==> config.mk <==
export PLATFORM = sky130hd
export DESIGN_NAME = capped_running_mean_variance_flat
export DESIGN_NICKNAME = d
export VERILOG_FILES = /design/src/hdl/crmv_pkg.sv /design/src/hdl/crmv_in_if.sv /design/src/hdl/crmv_out_if.sv /design/src/hdl/crmv_divsqrt.sv /design/src/hdl/capped_running_mean_variance.sv /design/src/flat_wrapper.sv
export SDC_FILE = /design/constraint.sdc
export NUM_CORES = 2
export LEC_CHECK = 0
export ABC_AREA = 1
export BUFFER_PORTS_ARGS = -buffer_cell sky130_fd_sc_hd__buf_4
export CORE_ASPECT_RATIO = 1.25
export CORE_MARGIN = 2
export CORE_UTILIZATION = 45
export DETAILED_ROUTE_END_ITERATION = 16
export SETUP_SLACK_MARGIN = 0.3
export SLEW_MARGIN = 40
export SYNTH_ARGS = -nofsm -noshare
export SYNTH_HDL_FRONTEND = slang
export SYNTH_SLANG_ARGS = --single-unit
==> constraint.sdc <==
create_clock -name clk_i -period 8.2 [get_ports clk_i]
set_input_delay 0.41 -clock clk_i [delete_from_list [all_inputs] [get_ports clk_i]]
set_output_delay 0.41 -clock clk_i [all_outputs]
set_load 0.02 [all_outputs]
==> src/hdl/crmv_pkg.sv <==
`default_nettype none
// ----------------------------------------------------------------------------
// crmv_pkg: shared types and constants for the running mean/variance block
// Widths, command and status codes, and the sequencer's control program.
// ----------------------------------------------------------------------------
package crmv_pkg;

  localparam int SAMPLE_W = 16;            // signed Q8.8 sample
  localparam int COUNT_W  = 10;
  localparam int STAT_W   = 3;
  localparam int STD_W    = 16;
  localparam int FRAC_EXT = 8;             // Q8.8 -> 16 fraction bits
  localparam int MEAN_W   = SAMPLE_W + FRAC_EXT;
  localparam int DIFF_W   = MEAN_W + 1;
  localparam int PROD_W   = 2 * DIFF_W;
  localparam int M2_SHIFT = 16;
  localparam int M2_W     = 44;            // bounds 1023 folded samples
  localparam int DQ_W     = M2_W;          // divider / root shift register
  localparam int ROOT_W   = DQ_W / 2;
  localparam int SREM_W   = ROOT_W + 2;
  localparam int ITER_W   = 5;
  localparam int PC_W     = 4;
  localparam int MARK_DIV = 10;

  localparam logic [COUNT_W-1:0] LIMIT_RESET = COUNT_W'(200);
  localparam logic [COUNT_W-1:0] MAX_LIMIT   = COUNT_W'(1023);

  // iterations of the shared unit (two quotient bits or one root bit each)
  localparam logic [ITER_W-1:0] ITERS_MEAN = ITER_W'((DIFF_W + 1) / 2);
  localparam logic [ITER_W-1:0] ITERS_VAR  = ITER_W'(DQ_W / 2);
  localparam logic [ITER_W-1:0] ITERS_SQRT = ITER_W'(ROOT_W);

  typedef enum logic [1:0] {
    CMD_SAMPLE = 2'd0,
    CMD_START  = 2'd1,
    CMD_QUERY  = 2'd2
  } cmd_e;

  typedef enum logic [STAT_W-1:0] {
    ST_ACCEPTED = 3'd0,
    ST_IGNORED  = 3'd1,
    ST_MISSING  = 3'd2,
    ST_STARTED  = 3'd3,
    ST_REPORT   = 3'd4
  } status_e;

  typedef enum logic {
    FS_IDLE,
    FS_RUN
  } fsm_e;

  typedef enum logic [3:0] {
    UOP_DIFF,
    UOP_DIV,
    UOP_MEAN,
    UOP_MUL,
    UOP_M2,
    UOP_VARLD,
    UOP_SQLD,
    UOP_SQRT,
    UOP_STD,
    UOP_DONE
  } uop_e;

  typedef enum logic [1:0] {
    JC_NONE,
    JC_ITER,    // loop while the shared unit has iterations left
    JC_NOVAR,   // skip the variance when count < 2 or M2 is zero
    JC_HOLD     // wait for the output register
  } jcond_e;

  typedef enum logic [2:0] {
    AR_HOLD,
    AR_LOAD_DIV,
    AR_DIV_STEP,
    AR_LOAD_SQRT,
    AR_SQRT_STEP
  } arith_op_e;

  typedef struct packed {
    uop_e              uop;
    jcond_e            jc;
    logic [PC_W-1:0]   target;
    logic              fin;
  } ctrl_word_t;

  typedef struct packed {
    arith_op_e         op;
    logic [ITER_W-1:0] iters;
  } arith_ctl_t;

  localparam logic [PC_W-1:0] PC_DIFF     = PC_W'(0);
  localparam logic [PC_W-1:0] PC_DIV_MEAN = PC_W'(1);
  localparam logic [PC_W-1:0] PC_MEAN     = PC_W'(2);
  localparam logic [PC_W-1:0] PC_MUL      = PC_W'(3);
  localparam logic [PC_W-1:0] PC_M2       = PC_W'(4);
  localparam logic [PC_W-1:0] PC_VARLD    = PC_W'(5);
  localparam logic [PC_W-1:0] PC_DIV_VAR  = PC_W'(6);
  localparam logic [PC_W-1:0] PC_SQLD     = PC_W'(7);
  localparam logic [PC_W-1:0] PC_SQRT     = PC_W'(8);
  localparam logic [PC_W-1:0] PC_STD      = PC_W'(9);
  localparam logic [PC_W-1:0] PC_DONE     = PC_W'(10);

  // control program: one word per step
  function automatic ctrl_word_t ucode(input logic [PC_W-1:0] pc);
    ctrl_word_t cw;
    cw = '{uop: UOP_DONE, jc: JC_HOLD, target: PC_DONE, fin: 1'b1};
    unique case (pc)
      PC_DIFF:     cw = '{uop: UOP_DIFF,  jc: JC_NONE,  target: PC_DIFF,     fin: 1'b0};
      PC_DIV_MEAN: cw = '{uop: UOP_DIV,   jc: JC_ITER,  target: PC_DIV_MEAN, fin: 1'b0};
      PC_MEAN:     cw = '{uop: UOP_MEAN,  jc: JC_NONE,  target: PC_DIFF,     fin: 1'b0};
      PC_MUL:      cw = '{uop: UOP_MUL,   jc: JC_NONE,  target: PC_DIFF,     fin: 1'b0};
      PC_M2:       cw = '{uop: UOP_M2,    jc: JC_NONE,  target: PC_DIFF,     fin: 1'b0};
      PC_VARLD:    cw = '{uop: UOP_VARLD, jc: JC_NOVAR, target: PC_DONE,     fin: 1'b0};
      PC_DIV_VAR:  cw = '{uop: UOP_DIV,   jc: JC_ITER,  target: PC_DIV_VAR,  fin: 1'b0};
      PC_SQLD:     cw = '{uop: UOP_SQLD,  jc: JC_NONE,  target: PC_DIFF,     fin: 1'b0};
      PC_SQRT:     cw = '{uop: UOP_SQRT,  jc: JC_ITER,  target: PC_SQRT,     fin: 1'b0};
      PC_STD:      cw = '{uop: UOP_STD,   jc: JC_NONE,  target: PC_DIFF,     fin: 1'b0};
      PC_DONE:     cw = '{uop: UOP_DONE,  jc: JC_HOLD,  target: PC_DONE,     fin: 1'b1};
      default:     cw = '{uop: UOP_DONE,  jc: JC_HOLD,  target: PC_DONE,     fin: 1'b1};
    endcase
    return cw;
  endfunction

endpackage
`default_nettype wire

==> src/hdl/crmv_in_if.sv <==
`default_nettype none
// ----------------------------------------------------------------------------
// crmv_in_if: input channel
// Valid/ready handshake carrying one command beat.
// ----------------------------------------------------------------------------
interface crmv_in_if import crmv_pkg::*; ();
  logic                       valid;
  logic                       ready;
  logic [1:0]                 cmd;
  logic signed [SAMPLE_W-1:0] sample_value;
  logic                       sensor_missing;

  modport source (output valid, cmd, sample_value, sensor_missing, input ready);
  modport sink   (input valid, cmd, sample_value, sensor_missing, output ready);
endinterface
`default_nettype wire

==> src/hdl/crmv_out_if.sv <==
`default_nettype none
// ----------------------------------------------------------------------------
// crmv_out_if: result channel
// Valid/ready handshake carrying one statistics beat.
// ----------------------------------------------------------------------------
interface crmv_out_if import crmv_pkg::*; ();
  logic                       valid;
  logic                       ready;
  logic [STAT_W-1:0]          status_code;
  logic [COUNT_W-1:0]         sample_count;
  logic signed [SAMPLE_W-1:0] mean_value;
  logic [STD_W-1:0]           std_value;
  logic                       limit_reached;
  logic                       progress_mark;
  logic                       training_active;

  modport source (output valid, status_code, sample_count, mean_value, std_value,
                  limit_reached, progress_mark, training_active, input ready);
  modport sink   (input valid, status_code, sample_count, mean_value, std_value,
                  limit_reached, progress_mark, training_active, output ready);
endinterface
`default_nettype wire

==> src/hdl/crmv_divsqrt.sv <==
`default_nettype none
// ----------------------------------------------------------------------------
// crmv_divsqrt: shared iterative divide and square root unit
// Restoring divide by a 10-bit divisor, two quotient bits per cycle, and a
// digit-by-digit floor square root, one root bit per cycle, on one register.
// ----------------------------------------------------------------------------
module crmv_divsqrt import crmv_pkg::*; (
  input  wire logic               clk_i,
  input  wire logic               rst_ni,
  input  wire arith_ctl_t         ctl_i,
  input  wire logic [DQ_W-1:0]    dividend_i,
  input  wire logic [COUNT_W-1:0] divisor_i,
  output logic [DQ_W-1:0]         quot_o,
  output logic [ROOT_W-1:0]       root_o,
  output logic                    last_o
);

  logic [DQ_W-1:0]    dq_q, dq_d;
  logic [COUNT_W-1:0] rem_q, rem_d;
  logic [COUNT_W-1:0] div_q, div_d;
  logic [ROOT_W-1:0]  root_q, root_d;
  logic [SREM_W-1:0]  srem_q, srem_d;
  logic [ITER_W-1:0]  iter_q, iter_d;

  logic [DQ_W-1:0]    div_x;
  logic [COUNT_W-1:0] div_r;

  // two restoring steps: shift a dividend bit into the remainder, subtract
  always_comb begin
    logic [COUNT_W:0] r2;
    div_x = dq_q;
    div_r = rem_q;
    for (int k = 0; k < 2; k++) begin
      r2    = {div_r, div_x[DQ_W-1]};
      div_x = {div_x[DQ_W-2:0], 1'b0};
      if (r2 >= {1'b0, div_q}) begin
        r2       = r2 - {1'b0, div_q};
        div_x[0] = 1'b1;
      end
      div_r = r2[COUNT_W-1:0];
    end
  end

  logic [SREM_W-1:0] sq_s2, sq_trial;
  assign sq_s2    = {srem_q[SREM_W-3:0], dq_q[DQ_W-1 -: 2]};
  assign sq_trial = {root_q, 2'b01};

  always_comb begin
    dq_d   = dq_q;
    rem_d  = rem_q;
    div_d  = div_q;
    root_d = root_q;
    srem_d = srem_q;
    iter_d = iter_q;
    case (ctl_i.op)
      AR_LOAD_DIV: begin
        dq_d   = dividend_i;
        rem_d  = '0;
        div_d  = divisor_i;
        iter_d = ctl_i.iters;
      end
      AR_DIV_STEP: begin
        dq_d   = div_x;
        rem_d  = div_r;
        iter_d = iter_q - 1'b1;
      end
      AR_LOAD_SQRT: begin
        root_d = '0;
        srem_d = '0;
        iter_d = ctl_i.iters;
      end
      AR_SQRT_STEP: begin
        dq_d   = {dq_q[DQ_W-3:0], 2'b00};
        iter_d = iter_q - 1'b1;
        if (sq_s2 >= sq_trial) begin
          srem_d = sq_s2 - sq_trial;
          root_d = {root_q[ROOT_W-2:0], 1'b1};
        end else begin
          srem_d = sq_s2;
          root_d = {root_q[ROOT_W-2:0], 1'b0};
        end
      end
      default: ;
    endcase
  end

  always_ff @(posedge clk_i or negedge rst_ni) begin
    if (!rst_ni) begin
      iter_q <= '0;
    end else begin
      iter_q <= iter_d;
    end
  end

  always_ff @(posedge clk_i) begin
    dq_q   <= dq_d;
    rem_q  <= rem_d;
    div_q  <= div_d;
    root_q <= root_d;
    srem_q <= srem_d;
  end

  assign quot_o = dq_q;
  assign root_o = root_q;
  assign last_o = (iter_q == ITER_W'(1));

endmodule
`default_nettype wire

==> src/hdl/capped_running_mean_variance.sv <==
`default_nettype none
// A folded sample runs the mean divide, variance divide and square root on the shared
//   divide/root unit; the last two are skipped when count is below 2 or M2 is zero.
// The block accepts no new command until the previous result is loaded into the
//   output register; other commands go to that load directly.
// A stalled output register holds the sequencer until its beat drains.
// Reset: idle, statistics cleared, sample_limit 200, output empty.
// ----------------------------------------------------------------------------
// capped_running_mean_variance: capped Welford mean and deviation tracker
// A microcoded sequencer steps a small datapath through each folded sample.
// ----------------------------------------------------------------------------
module capped_running_mean_variance import crmv_pkg::*; (
  input  wire logic               clk_i,
  input  wire logic               rst_ni,
  input  wire logic               cfg_we_i,
  input  wire logic [COUNT_W-1:0] cfg_wdata_i,
  crmv_in_if.sink                 in_i,
  crmv_out_if.source              out_o
);

  fsm_e state_q, state_d;
  logic [PC_W-1:0] pc_q, pc_d;

  logic [COUNT_W-1:0]       limit_q;
  logic                     training_q;
  logic [COUNT_W-1:0]       count_q;
  logic [3:0]               cnt10_q;
  logic signed [MEAN_W-1:0] mean_q;
  logic [M2_W-1:0]          m2_q;
  logic [STD_W-1:0]         std_q;
  logic                     out_valid_q;

  // per-item datapath registers
  status_e                    status_q;
  logic                       done_q, mark_q;
  logic signed [SAMPLE_W-1:0] sample_q;
  logic signed [DIFF_W-1:0]   d_q;
  logic signed [PROD_W-1:0]   prod_q;

  ctrl_word_t cw;
  assign cw = ucode(pc_q);

  logic in_fire, slot_free, novar, jump, ar_last;
  logic [COUNT_W-1:0] limit_eff;
  logic fold;

  assign in_fire   = in_i.valid && in_i.ready;
  assign slot_free = !out_valid_q || out_o.ready;
  assign limit_eff = (limit_q > MAX_LIMIT) ? MAX_LIMIT : limit_q;
  assign fold      = (cmd_e'(in_i.cmd) == CMD_SAMPLE) && !in_i.sensor_missing
                     && training_q && (count_q < limit_eff);
  assign novar     = (count_q < COUNT_W'(2)) || (m2_q == '0);

  always_comb begin
    case (cw.jc)
      JC_ITER:  jump = !ar_last;
      JC_NOVAR: jump = novar;
      JC_HOLD:  jump = !slot_free;
      default:  jump = 1'b0;
    endcase
  end

  // sequencer state
  always_comb begin
    state_d = state_q;
    unique case (state_q)
      FS_IDLE: if (in_fire) state_d = FS_RUN;
      FS_RUN:  if (cw.fin && !jump) state_d = FS_IDLE;
      default: state_d = FS_IDLE;
    endcase
  end

  always_comb begin
    in_i.ready = 1'b0;
    pc_d       = pc_q;
    unique case (state_q)
      FS_IDLE: begin
        in_i.ready = 1'b1;
        if (in_fire) pc_d = fold ? PC_DIFF : PC_DONE;
      end
      FS_RUN: pc_d = jump ? cw.target : pc_q + 1'b1;
      default: ;
    endcase
  end

  // datapath arithmetic
  logic signed [MEAN_W-1:0] t_s;
  logic signed [DIFF_W-1:0] d_s, e_s;
  logic [DIFF_W-1:0]        abs_d;
  logic [COUNT_W-1:0]       count_inc;
  logic [DQ_W-1:0]          quot;
  logic [ROOT_W-1:0]        root;
  logic signed [DIFF_W:0]   q_s, mean_sum;
  logic signed [PROD_W-1:0] prod_adj;
  logic [M2_W-1:0]          m2_inc;
  logic signed [MEAN_W-1:0] mean_adj;

  assign t_s       = {sample_q, FRAC_EXT'(0)};
  assign d_s       = DIFF_W'(t_s) - DIFF_W'(mean_q);
  assign e_s       = DIFF_W'(t_s) - DIFF_W'(mean_q);
  assign abs_d     = d_s[DIFF_W-1] ? DIFF_W'(-d_s) : DIFF_W'(d_s);
  assign count_inc = count_q + 1'b1;
  assign q_s       = d_q[DIFF_W-1] ? -$signed({1'b0, quot[DIFF_W-1:0]})
                                   :  $signed({1'b0, quot[DIFF_W-1:0]});
  assign mean_sum  = (DIFF_W + 1)'(mean_q) + q_s;
  // truncate toward zero on the shifts
  assign prod_adj  = prod_q + (prod_q[PROD_W-1] ? PROD_W'((1 << M2_SHIFT) - 1) : '0);
  assign m2_inc    = M2_W'(prod_adj >>> M2_SHIFT);
  assign mean_adj  = mean_q + (mean_q[MEAN_W-1] ? MEAN_W'((1 << FRAC_EXT) - 1) : '0);

  arith_ctl_t        ar_ctl;
  logic [DQ_W-1:0]   ar_dividend;
  logic [COUNT_W-1:0] ar_divisor;

  always_comb begin
    ar_ctl      = '{op: AR_HOLD, iters: '0};
    ar_dividend = {1'b0, abs_d, (DQ_W - DIFF_W - 1)'(0)};
    ar_divisor  = count_inc;
    if (state_q == FS_RUN) begin
      case (cw.uop)
        UOP_DIFF:  ar_ctl = '{op: AR_LOAD_DIV, iters: ITERS_MEAN};
        UOP_DIV:   ar_ctl = '{op: AR_DIV_STEP, iters: '0};
        UOP_VARLD: begin
          ar_dividend = m2_q;
          ar_divisor  = count_q - 1'b1;
          if (!novar) ar_ctl = '{op: AR_LOAD_DIV, iters: ITERS_VAR};
        end
        UOP_SQLD:  ar_ctl = '{op: AR_LOAD_SQRT, iters: ITERS_SQRT};
        UOP_SQRT:  ar_ctl = '{op: AR_SQRT_STEP, iters: '0};
        default: ;
      endcase
    end
  end

  crmv_divsqrt u_divsqrt (
    .clk_i      (clk_i),
    .rst_ni     (rst_ni),
    .ctl_i      (ar_ctl),
    .dividend_i (ar_dividend),
    .divisor_i  (ar_divisor),
    .quot_o     (quot),
    .root_o     (root),
    .last_o     (ar_last)
  );

  logic out_load;
  assign out_load = (state_q == FS_RUN) && (cw.uop == UOP_DONE) && slot_free;

  always_ff @(posedge clk_i or negedge rst_ni) begin
    if (!rst_ni) begin
      state_q     <= FS_IDLE;
      pc_q        <= PC_DIFF;
      limit_q     <= LIMIT_RESET;
      training_q  <= 1'b0;
      count_q     <= '0;
      cnt10_q     <= '0;
      mean_q      <= '0;
      m2_q        <= '0;
      std_q       <= '0;
      out_valid_q <= 1'b0;
    end else begin
      state_q <= state_d;
      pc_q    <= pc_d;
      if (cfg_we_i) limit_q <= cfg_wdata_i;
      if (out_load) begin
        out_valid_q <= 1'b1;
      end else if (out_o.ready) begin
        out_valid_q <= 1'b0;
      end
      if (in_fire && cmd_e'(in_i.cmd) == CMD_START) begin
        training_q <= 1'b1;
        count_q    <= '0;
        cnt10_q    <= '0;
        mean_q     <= '0;
        m2_q       <= '0;
        std_q      <= '0;
      end
      if (state_q == FS_RUN) begin
        case (cw.uop)
          UOP_DIFF: begin
            count_q <= count_inc;
            cnt10_q <= (cnt10_q == 4'(MARK_DIV - 1)) ? '0 : cnt10_q + 1'b1;
            if (count_inc >= limit_eff) training_q <= 1'b0;
          end
          UOP_MEAN:  mean_q <= mean_sum[MEAN_W-1:0];
          UOP_M2:    m2_q   <= m2_q + m2_inc;
          UOP_VARLD: if (novar) std_q <= '0;
          UOP_STD:   std_q  <= (root > ROOT_W'({STD_W{1'b1}})) ? {STD_W{1'b1}}
                                                               : root[STD_W-1:0];
          default: ;
        endcase
      end
    end
  end

  always_ff @(posedge clk_i) begin
    if (in_fire) begin
      sample_q <= in_i.sample_value;
      done_q   <= 1'b0;
      mark_q   <= 1'b0;
      case (cmd_e'(in_i.cmd))
        CMD_SAMPLE: status_q <= in_i.sensor_missing ? ST_MISSING
                                : (fold ? ST_ACCEPTED : ST_IGNORED);
        CMD_START:  status_q <= ST_STARTED;
        CMD_QUERY:  status_q <= ST_REPORT;
        default:    status_q <= ST_IGNORED;
      endcase
    end
    if (state_q == FS_RUN && cw.uop == UOP_DIFF) begin
      d_q    <= d_s;
      done_q <= (count_inc >= limit_eff);
      mark_q <= (cnt10_q == 4'(MARK_DIV - 1));
    end
    if (state_q == FS_RUN && cw.uop == UOP_MUL) begin
      prod_q <= d_q * e_s;
    end
    if (out_load) begin
      out_o.status_code     <= status_q;
      out_o.sample_count    <= count_q;
      out_o.mean_value      <= mean_adj[MEAN_W-1 -: SAMPLE_W];
      out_o.std_value       <= std_q;
      out_o.limit_reached   <= done_q;
      out_o.progress_mark   <= mark_q;
      out_o.training_active <= training_q;
    end
  end

  assign out_o.valid = out_valid_q;

endmodule
`default_nettype wire

==> src/flat_wrapper.sv <==
// flat-port wrapper written by rule: the top's interface ports become plain ports
module capped_running_mean_variance_flat import crmv_pkg::*;
  (clk_i, rst_ni, cfg_we_i, cfg_wdata_i, in_i_valid, in_i_cmd, in_i_sample_value, in_i_sensor_missing, in_i_ready, out_o_valid, out_o_status_code, out_o_sample_count, out_o_mean_value, out_o_std_value, out_o_limit_reached, out_o_progress_mark, out_o_training_active, out_o_ready);
  crmv_in_if in_i_i ();
  crmv_out_if out_o_i ();
  input  wire logic clk_i;
  input  wire logic rst_ni;
  input  wire logic cfg_we_i;
  input  wire logic [COUNT_W-1:0] cfg_wdata_i;
  input wire logic [$bits(in_i_i.valid)-1:0] in_i_valid;
  input wire logic [$bits(in_i_i.cmd)-1:0] in_i_cmd;
  input wire logic [$bits(in_i_i.sample_value)-1:0] in_i_sample_value;
  input wire logic [$bits(in_i_i.sensor_missing)-1:0] in_i_sensor_missing;
  output wire logic [$bits(in_i_i.ready)-1:0] in_i_ready;
  output wire logic [$bits(out_o_i.valid)-1:0] out_o_valid;
  output wire logic [$bits(out_o_i.status_code)-1:0] out_o_status_code;
  output wire logic [$bits(out_o_i.sample_count)-1:0] out_o_sample_count;
  output wire logic [$bits(out_o_i.mean_value)-1:0] out_o_mean_value;
  output wire logic [$bits(out_o_i.std_value)-1:0] out_o_std_value;
  output wire logic [$bits(out_o_i.limit_reached)-1:0] out_o_limit_reached;
  output wire logic [$bits(out_o_i.progress_mark)-1:0] out_o_progress_mark;
  output wire logic [$bits(out_o_i.training_active)-1:0] out_o_training_active;
  input wire logic [$bits(out_o_i.ready)-1:0] out_o_ready;
  assign in_i_i.valid = in_i_valid;
  assign in_i_i.cmd = in_i_cmd;
  assign in_i_i.sample_value = in_i_sample_value;
  assign in_i_i.sensor_missing = in_i_sensor_missing;
  assign in_i_ready = in_i_i.ready;
  assign out_o_valid = out_o_i.valid;
  assign out_o_status_code = out_o_i.status_code;
  assign out_o_sample_count = out_o_i.sample_count;
  assign out_o_mean_value = out_o_i.mean_value;
  assign out_o_std_value = out_o_i.std_value;
  assign out_o_limit_reached = out_o_i.limit_reached;
  assign out_o_progress_mark = out_o_i.progress_mark;
  assign out_o_training_active = out_o_i.training_active;
  assign out_o_i.ready = out_o_ready;
  capped_running_mean_variance u_core (.clk_i(clk_i), .rst_ni(rst_ni), .cfg_we_i(cfg_we_i), .cfg_wdata_i(cfg_wdata_i), .in_i(in_i_i), .out_o(out_o_i));
endmodule
==> summary.log <==
INFO  global_route   all_layer_global_routing_usage=28.4%
INFO  min_path       hold_path.startpoint=cfg_wdata_i[1]
INFO  global_route   global_route_wire_length_before_repair=233,000µm
INFO  timing         finalCritPeriodShare=93.8%
INFO  clock_network  clk_root_buffer_cell=sky130_fd_sc_hd__clkbuf_16
INFO  min_path       whs_endpoint=u_core.limit_q[1]
INFO  timing         finalClockSkew=0.0413ns
INFO  timing         unrepaired_setup_endpoints_after_global_routing=true
INFO  worst_setup_path rr_startpoint=u_core.mean_q[16]
INFO  global_route   grt_max_degree=69
INFO  worst_setup_path timing.critical_path.mode_cell=sky130_fd_sc_hd__nand2_1
INFO  finish         area_growth_syn_to_layout=13.1%
INFO  synth          synthDominantAreaCellType=sky130_fd_sc_hd__fa_1
INFO  worst_setup_path cp-end-kind=flip-flop
INFO  timing         layout_min_cycle_time=7.69ns
INFO  worst_setup_path setup.worst_path.start_class=flip-flop
INFO  min_path       worst_hold_path_type=primary input to flip-flop
INFO  finish         final_std_cells_w_o_fill=7,243
INFO  synth          avgSynthCellArea=8.35µm²
INFO  floorplanning  die_width=294µm
INFO  synth          async_reset_ff_share=32.3%
INFO  synth          post_synth_instance_area=47,400µm²
INFO  routing        vias=39.2k
INFO  synth          sequential_share_of_the_synthesized_area=22.3%
INFO  place          dp_hpwl=121,000µm
INFO  worst_setup_path crit_path_max_incr_delay=0.58ns
INFO  clock_network  numClockSinks=372
INFO  clock_network  insertion_delay=0.64ns
INFO  clock_network  clock_tree.htree_level_count=2
INFO  worst_setup_path startpoint=u_core.mean_q[16]
INFO  routing        antenna_violating_nets_post_route=0
INFO  synth          syn-instance-count=5,678
INFO  worst_setup_path slack_of_the_worst_reg_to_reg_path=0.51ns
INFO  floorplanning  fp.dieH=367µm
INFO  synth          synth-main-ff-cell=sky130_fd_sc_hd__edfxtp_1
INFO  place          placed_cells=7,087
INFO  global_route   grt_overflow_total=0
INFO  worst_setup_path cpLargestDelayFamily=adder cells
INFO  routing        routedWlPerCell=21.0µm
INFO  timing         timing_hold_violations_final=0
INFO  synth          synth_edf_count=252
INFO  synth          postSynthNetCount=6,694
INFO  routing        detail_route.iter0.violations=2,624
INFO  worst_setup_path regToRegEndpoint=u_core.prod_q[39]
INFO  timing         worstMarginPinSlew=0.859ns
INFO  worst_setup_path worst_ep_arrival_time=8.04ns
INFO  place          place.gp.congestion=0.951
INFO  global_route   antenna_found_initial=4
INFO  clock_network  tritoncts=done
INFO  finish         share_of_final_layout_standard_cells_stronger_than_drive_strength_1=11.3%
INFO  worst_setup_path criticalPathCategory=flip-flop to flip-flop
INFO  routing        detailedRoute.firstPassIterationCount=5
INFO  global_route   first_global_vias=40.9k
INFO  timing         slew_viol_final=0
INFO  synth          yosysWarningCount=0
INFO  timing         maxSlewHeadroom=42.7%
INFO  timing         fmaxAchievable=130MHz
INFO  worst_setup_path timing.reg2reg.worst_path_depth=36
INFO  timing         timing.setup.tns=0ns
INFO  run            max_cap_viol_count=0
INFO  worst_setup_path worst_ep_required_time=8.55ns
INFO  synth          synthDistinctLibCells=70
INFO  worst_setup_path standard_cell_with_the_maximum_stage_delay_on_the_critical_path=sky130_fd_sc_hd__fa_2
INFO  synth          synth_area_leaders=sky130_fd_sc_hd__fa_1, sky130_fd_sc_hd__edfxtp_1, sky130_fd_sc_hd__inv_1
INFO  min_path       hold-path-cell-count=3
INFO  status         status=finished clean
INFO  floorplanning  row_count=133
INFO  routing        avgViaCountPerCell=5.42
INFO  clock_network  cts_buffers=42
INFO  floorplanning  core_region_area=105,000µm²
INFO  floorplanning  initial_core_util=45.2%
INFO  synth          yosys_register_bits=372
INFO  routing        wirelength=152,000µm
INFO  worst_setup_path critPathMaxFanout=7
INFO  timing         report.final.setup_viol=0
INFO  clock_network  cts.reportedPaths.clkPinSlew=0.07ns
INFO  floorplanning  pin_count=84
INFO  clock_network  cts.path.max_buffers=3
INFO  finish         layout.nets=6,872
INFO  routing        drc_errors=0
INFO  synth          netlist.area_leader.share=27.9%
INFO  place          buffer_ports.inserted=83
INFO  worst_setup_path crit_buf_inv=8
INFO  floorplanning  dieArea=108,000µm²
## layer usage
| metal | vias to the layer above | track usage [%] | routed length (µm) |
|---|---|---|---|
| li1 | 18100 | - | - |
| met1 | 19300 | 31.3 | 54400 |
| met2 | 1305 | 51.4 | 77900 |
| met3 | 473 | 3.90 | 8790 |
| met4 | 2 | 17.2 | 11000 |
| met5 | - | 0 | 13 |
## synth_stat cells, types with 5 or more instances
library cell	count
sky130_fd_sc_hd__o21ai_0	257
sky130_fd_sc_hd__nor4_1	25
sky130_fd_sc_hd__dfrtp_1	117
sky130_fd_sc_hd__a21o_1	18
sky130_fd_sc_hd__inv_1	1148
sky130_fd_sc_hd__nor3_1	47
sky130_fd_sc_hd__nand3_1	217
sky130_fd_sc_hd__a21oi_2	7
sky130_fd_sc_hd__a21boi_0	7
sky130_fd_sc_hd__xnor2_1	62
sky130_fd_sc_hd__o21ai_1	34
sky130_fd_sc_hd__o211ai_1	20
sky130_fd_sc_hd__o22ai_1	18
sky130_fd_sc_hd__a31oi_1	41
sky130_fd_sc_hd__buf_2	24
sky130_fd_sc_hd__buf_1	9
sky130_fd_sc_hd__nand3_2	5
sky130_fd_sc_hd__nor2_2	16
sky130_fd_sc_hd__clkbuf_1	127
sky130_fd_sc_hd__or2_2	9
sky130_fd_sc_hd__clkinv_1	5
sky130_fd_sc_hd__nor2_1	543
sky130_fd_sc_hd__o21a_1	9
sky130_fd_sc_hd__nand2_4	5
sky130_fd_sc_hd__ha_1	320
sky130_fd_sc_hd__nor2_4	9
sky130_fd_sc_hd__edfxtp_1	252
sky130_fd_sc_hd__a21oi_1	326
sky130_fd_sc_hd__o21bai_1	16
sky130_fd_sc_hd__o31ai_1	17
sky130_fd_sc_hd__fa_1	662
sky130_fd_sc_hd__nand2_1	1025
sky130_fd_sc_hd__nand2_2	17
sky130_fd_sc_hd__xor2_1	128
sky130_fd_sc_hd__inv_2	30
sky130_fd_sc_hd__and3_1	8
sky130_fd_sc_hd__nand4_1	33
sky130_fd_sc_hd__nand3b_1	7
## per-stage QoR
step	area, µm²	util (%)	setup WS, ns	hold WS (ns)
after detailed placement	50300	48.0	0.0692	0.413
final	53600	51.2	0.511	0.0211
after global routing	53600	51.2	0.244	0.0321
after floorplan	47400	-	0.799	0.114
after CTS	52300	49.9	0.304	0.00119
after global placement	50300	47.9	0.130	0.402
## worst reg2reg max path: cells and delay by family (launching register included)
kind            cells  cell delay (ns)
buf+inv             8             0.73
xor+xnor            1             0.15
simple gates       13             1.49
flops               1             0.40
compound gates      5             0.71
fa+ha+maj           9             3.92
## worst max path at each step
| stage | endpoint | cells past startpoint |
|---|---|---|
| 6_report | u_core.prod_q[39] | 36 |
| 5_1_grt | u_core.prod_q[47] | 32 |
| 4_1_cts | u_core.prod_q[43] | 28 |
| 3_5_place_dp | u_core.prod_q[46] | 31 |
| 3_3_place_gp | u_core.prod_q[43] | 30 |
| 2_1_floorplan | u_core.prod_q[47] | 32 |
## cell type report
type                       instances  area, µm²
fill                            9938      51200
multi-input combinational       3957      32800
sequential                       372      10600
inverter                        1185       4510
timing repair buffer             297       2600
tap                             1350       1690
clock buffer                      52       1160
clock inverter                    26        319
antenna                            3       7.51
timing repair inverter             1       3.75
## repair_timing
item	in CTS	in global routing
endpoints found under the setup margin	18	24
hold buffers	25	0
pin swaps	2	69
hold endpoints to repair	73	0
setup buffers	6	36
gates resized for setup	51	228
cloned	2	5
## sequential cells by signal (all words and copies together), names as in the netlist, 22 cells and up
signal                   cells
u_core.u_divsqrt.quot_o     44
u_core.d_q                  25
u_core.mean_q               24
u_core.prod_q               50
u_core.u_divsqrt.root_o     22
u_core.m2_q                 44
u_core.u_divsqrt.srem_q     22
## kinds of logic (layout without fill, tap and decap cells)
logic type / Yosys count / in the layout / share of synthesized area, %
other: 0 / 3 / 0
AND/OR/NAND/NOR: 1986 / 1988 / 17.7
buffers and inverters: 1351 / 1561 / 10.8
multiplexers: 2 / 2 / 0.0448
adder cells (fa/ha/maj): 982 / 982 / 36.4
flip-flops: 372 / 372 / 22.3
XOR/XNOR: 192 / 192 / 3.58
AO/OA/AOI/OAI: 793 / 793 / 9.20
## layout by cell type, fill, tap and decap left out, drive strengths merged, types with 19 or more instances in the layout
cell and n:
xor2 129, nand2 1049, edfxtp 252, dfrtp 117, clkbuf 56, nor4 29
dlygate4sd3 25, ha 320, a31oi 41, a21oi 333, inv 1180, nand3 223
buf 268, nor3 53, fa 662, o21ai 293, nor2 569, clkinv 19
o211ai 20, nand4 34, xnor2 63
Power is left out: the tool's default activity adds up to more than one toggle a clock period on the data nets, which glitch-free logic cannot reach.
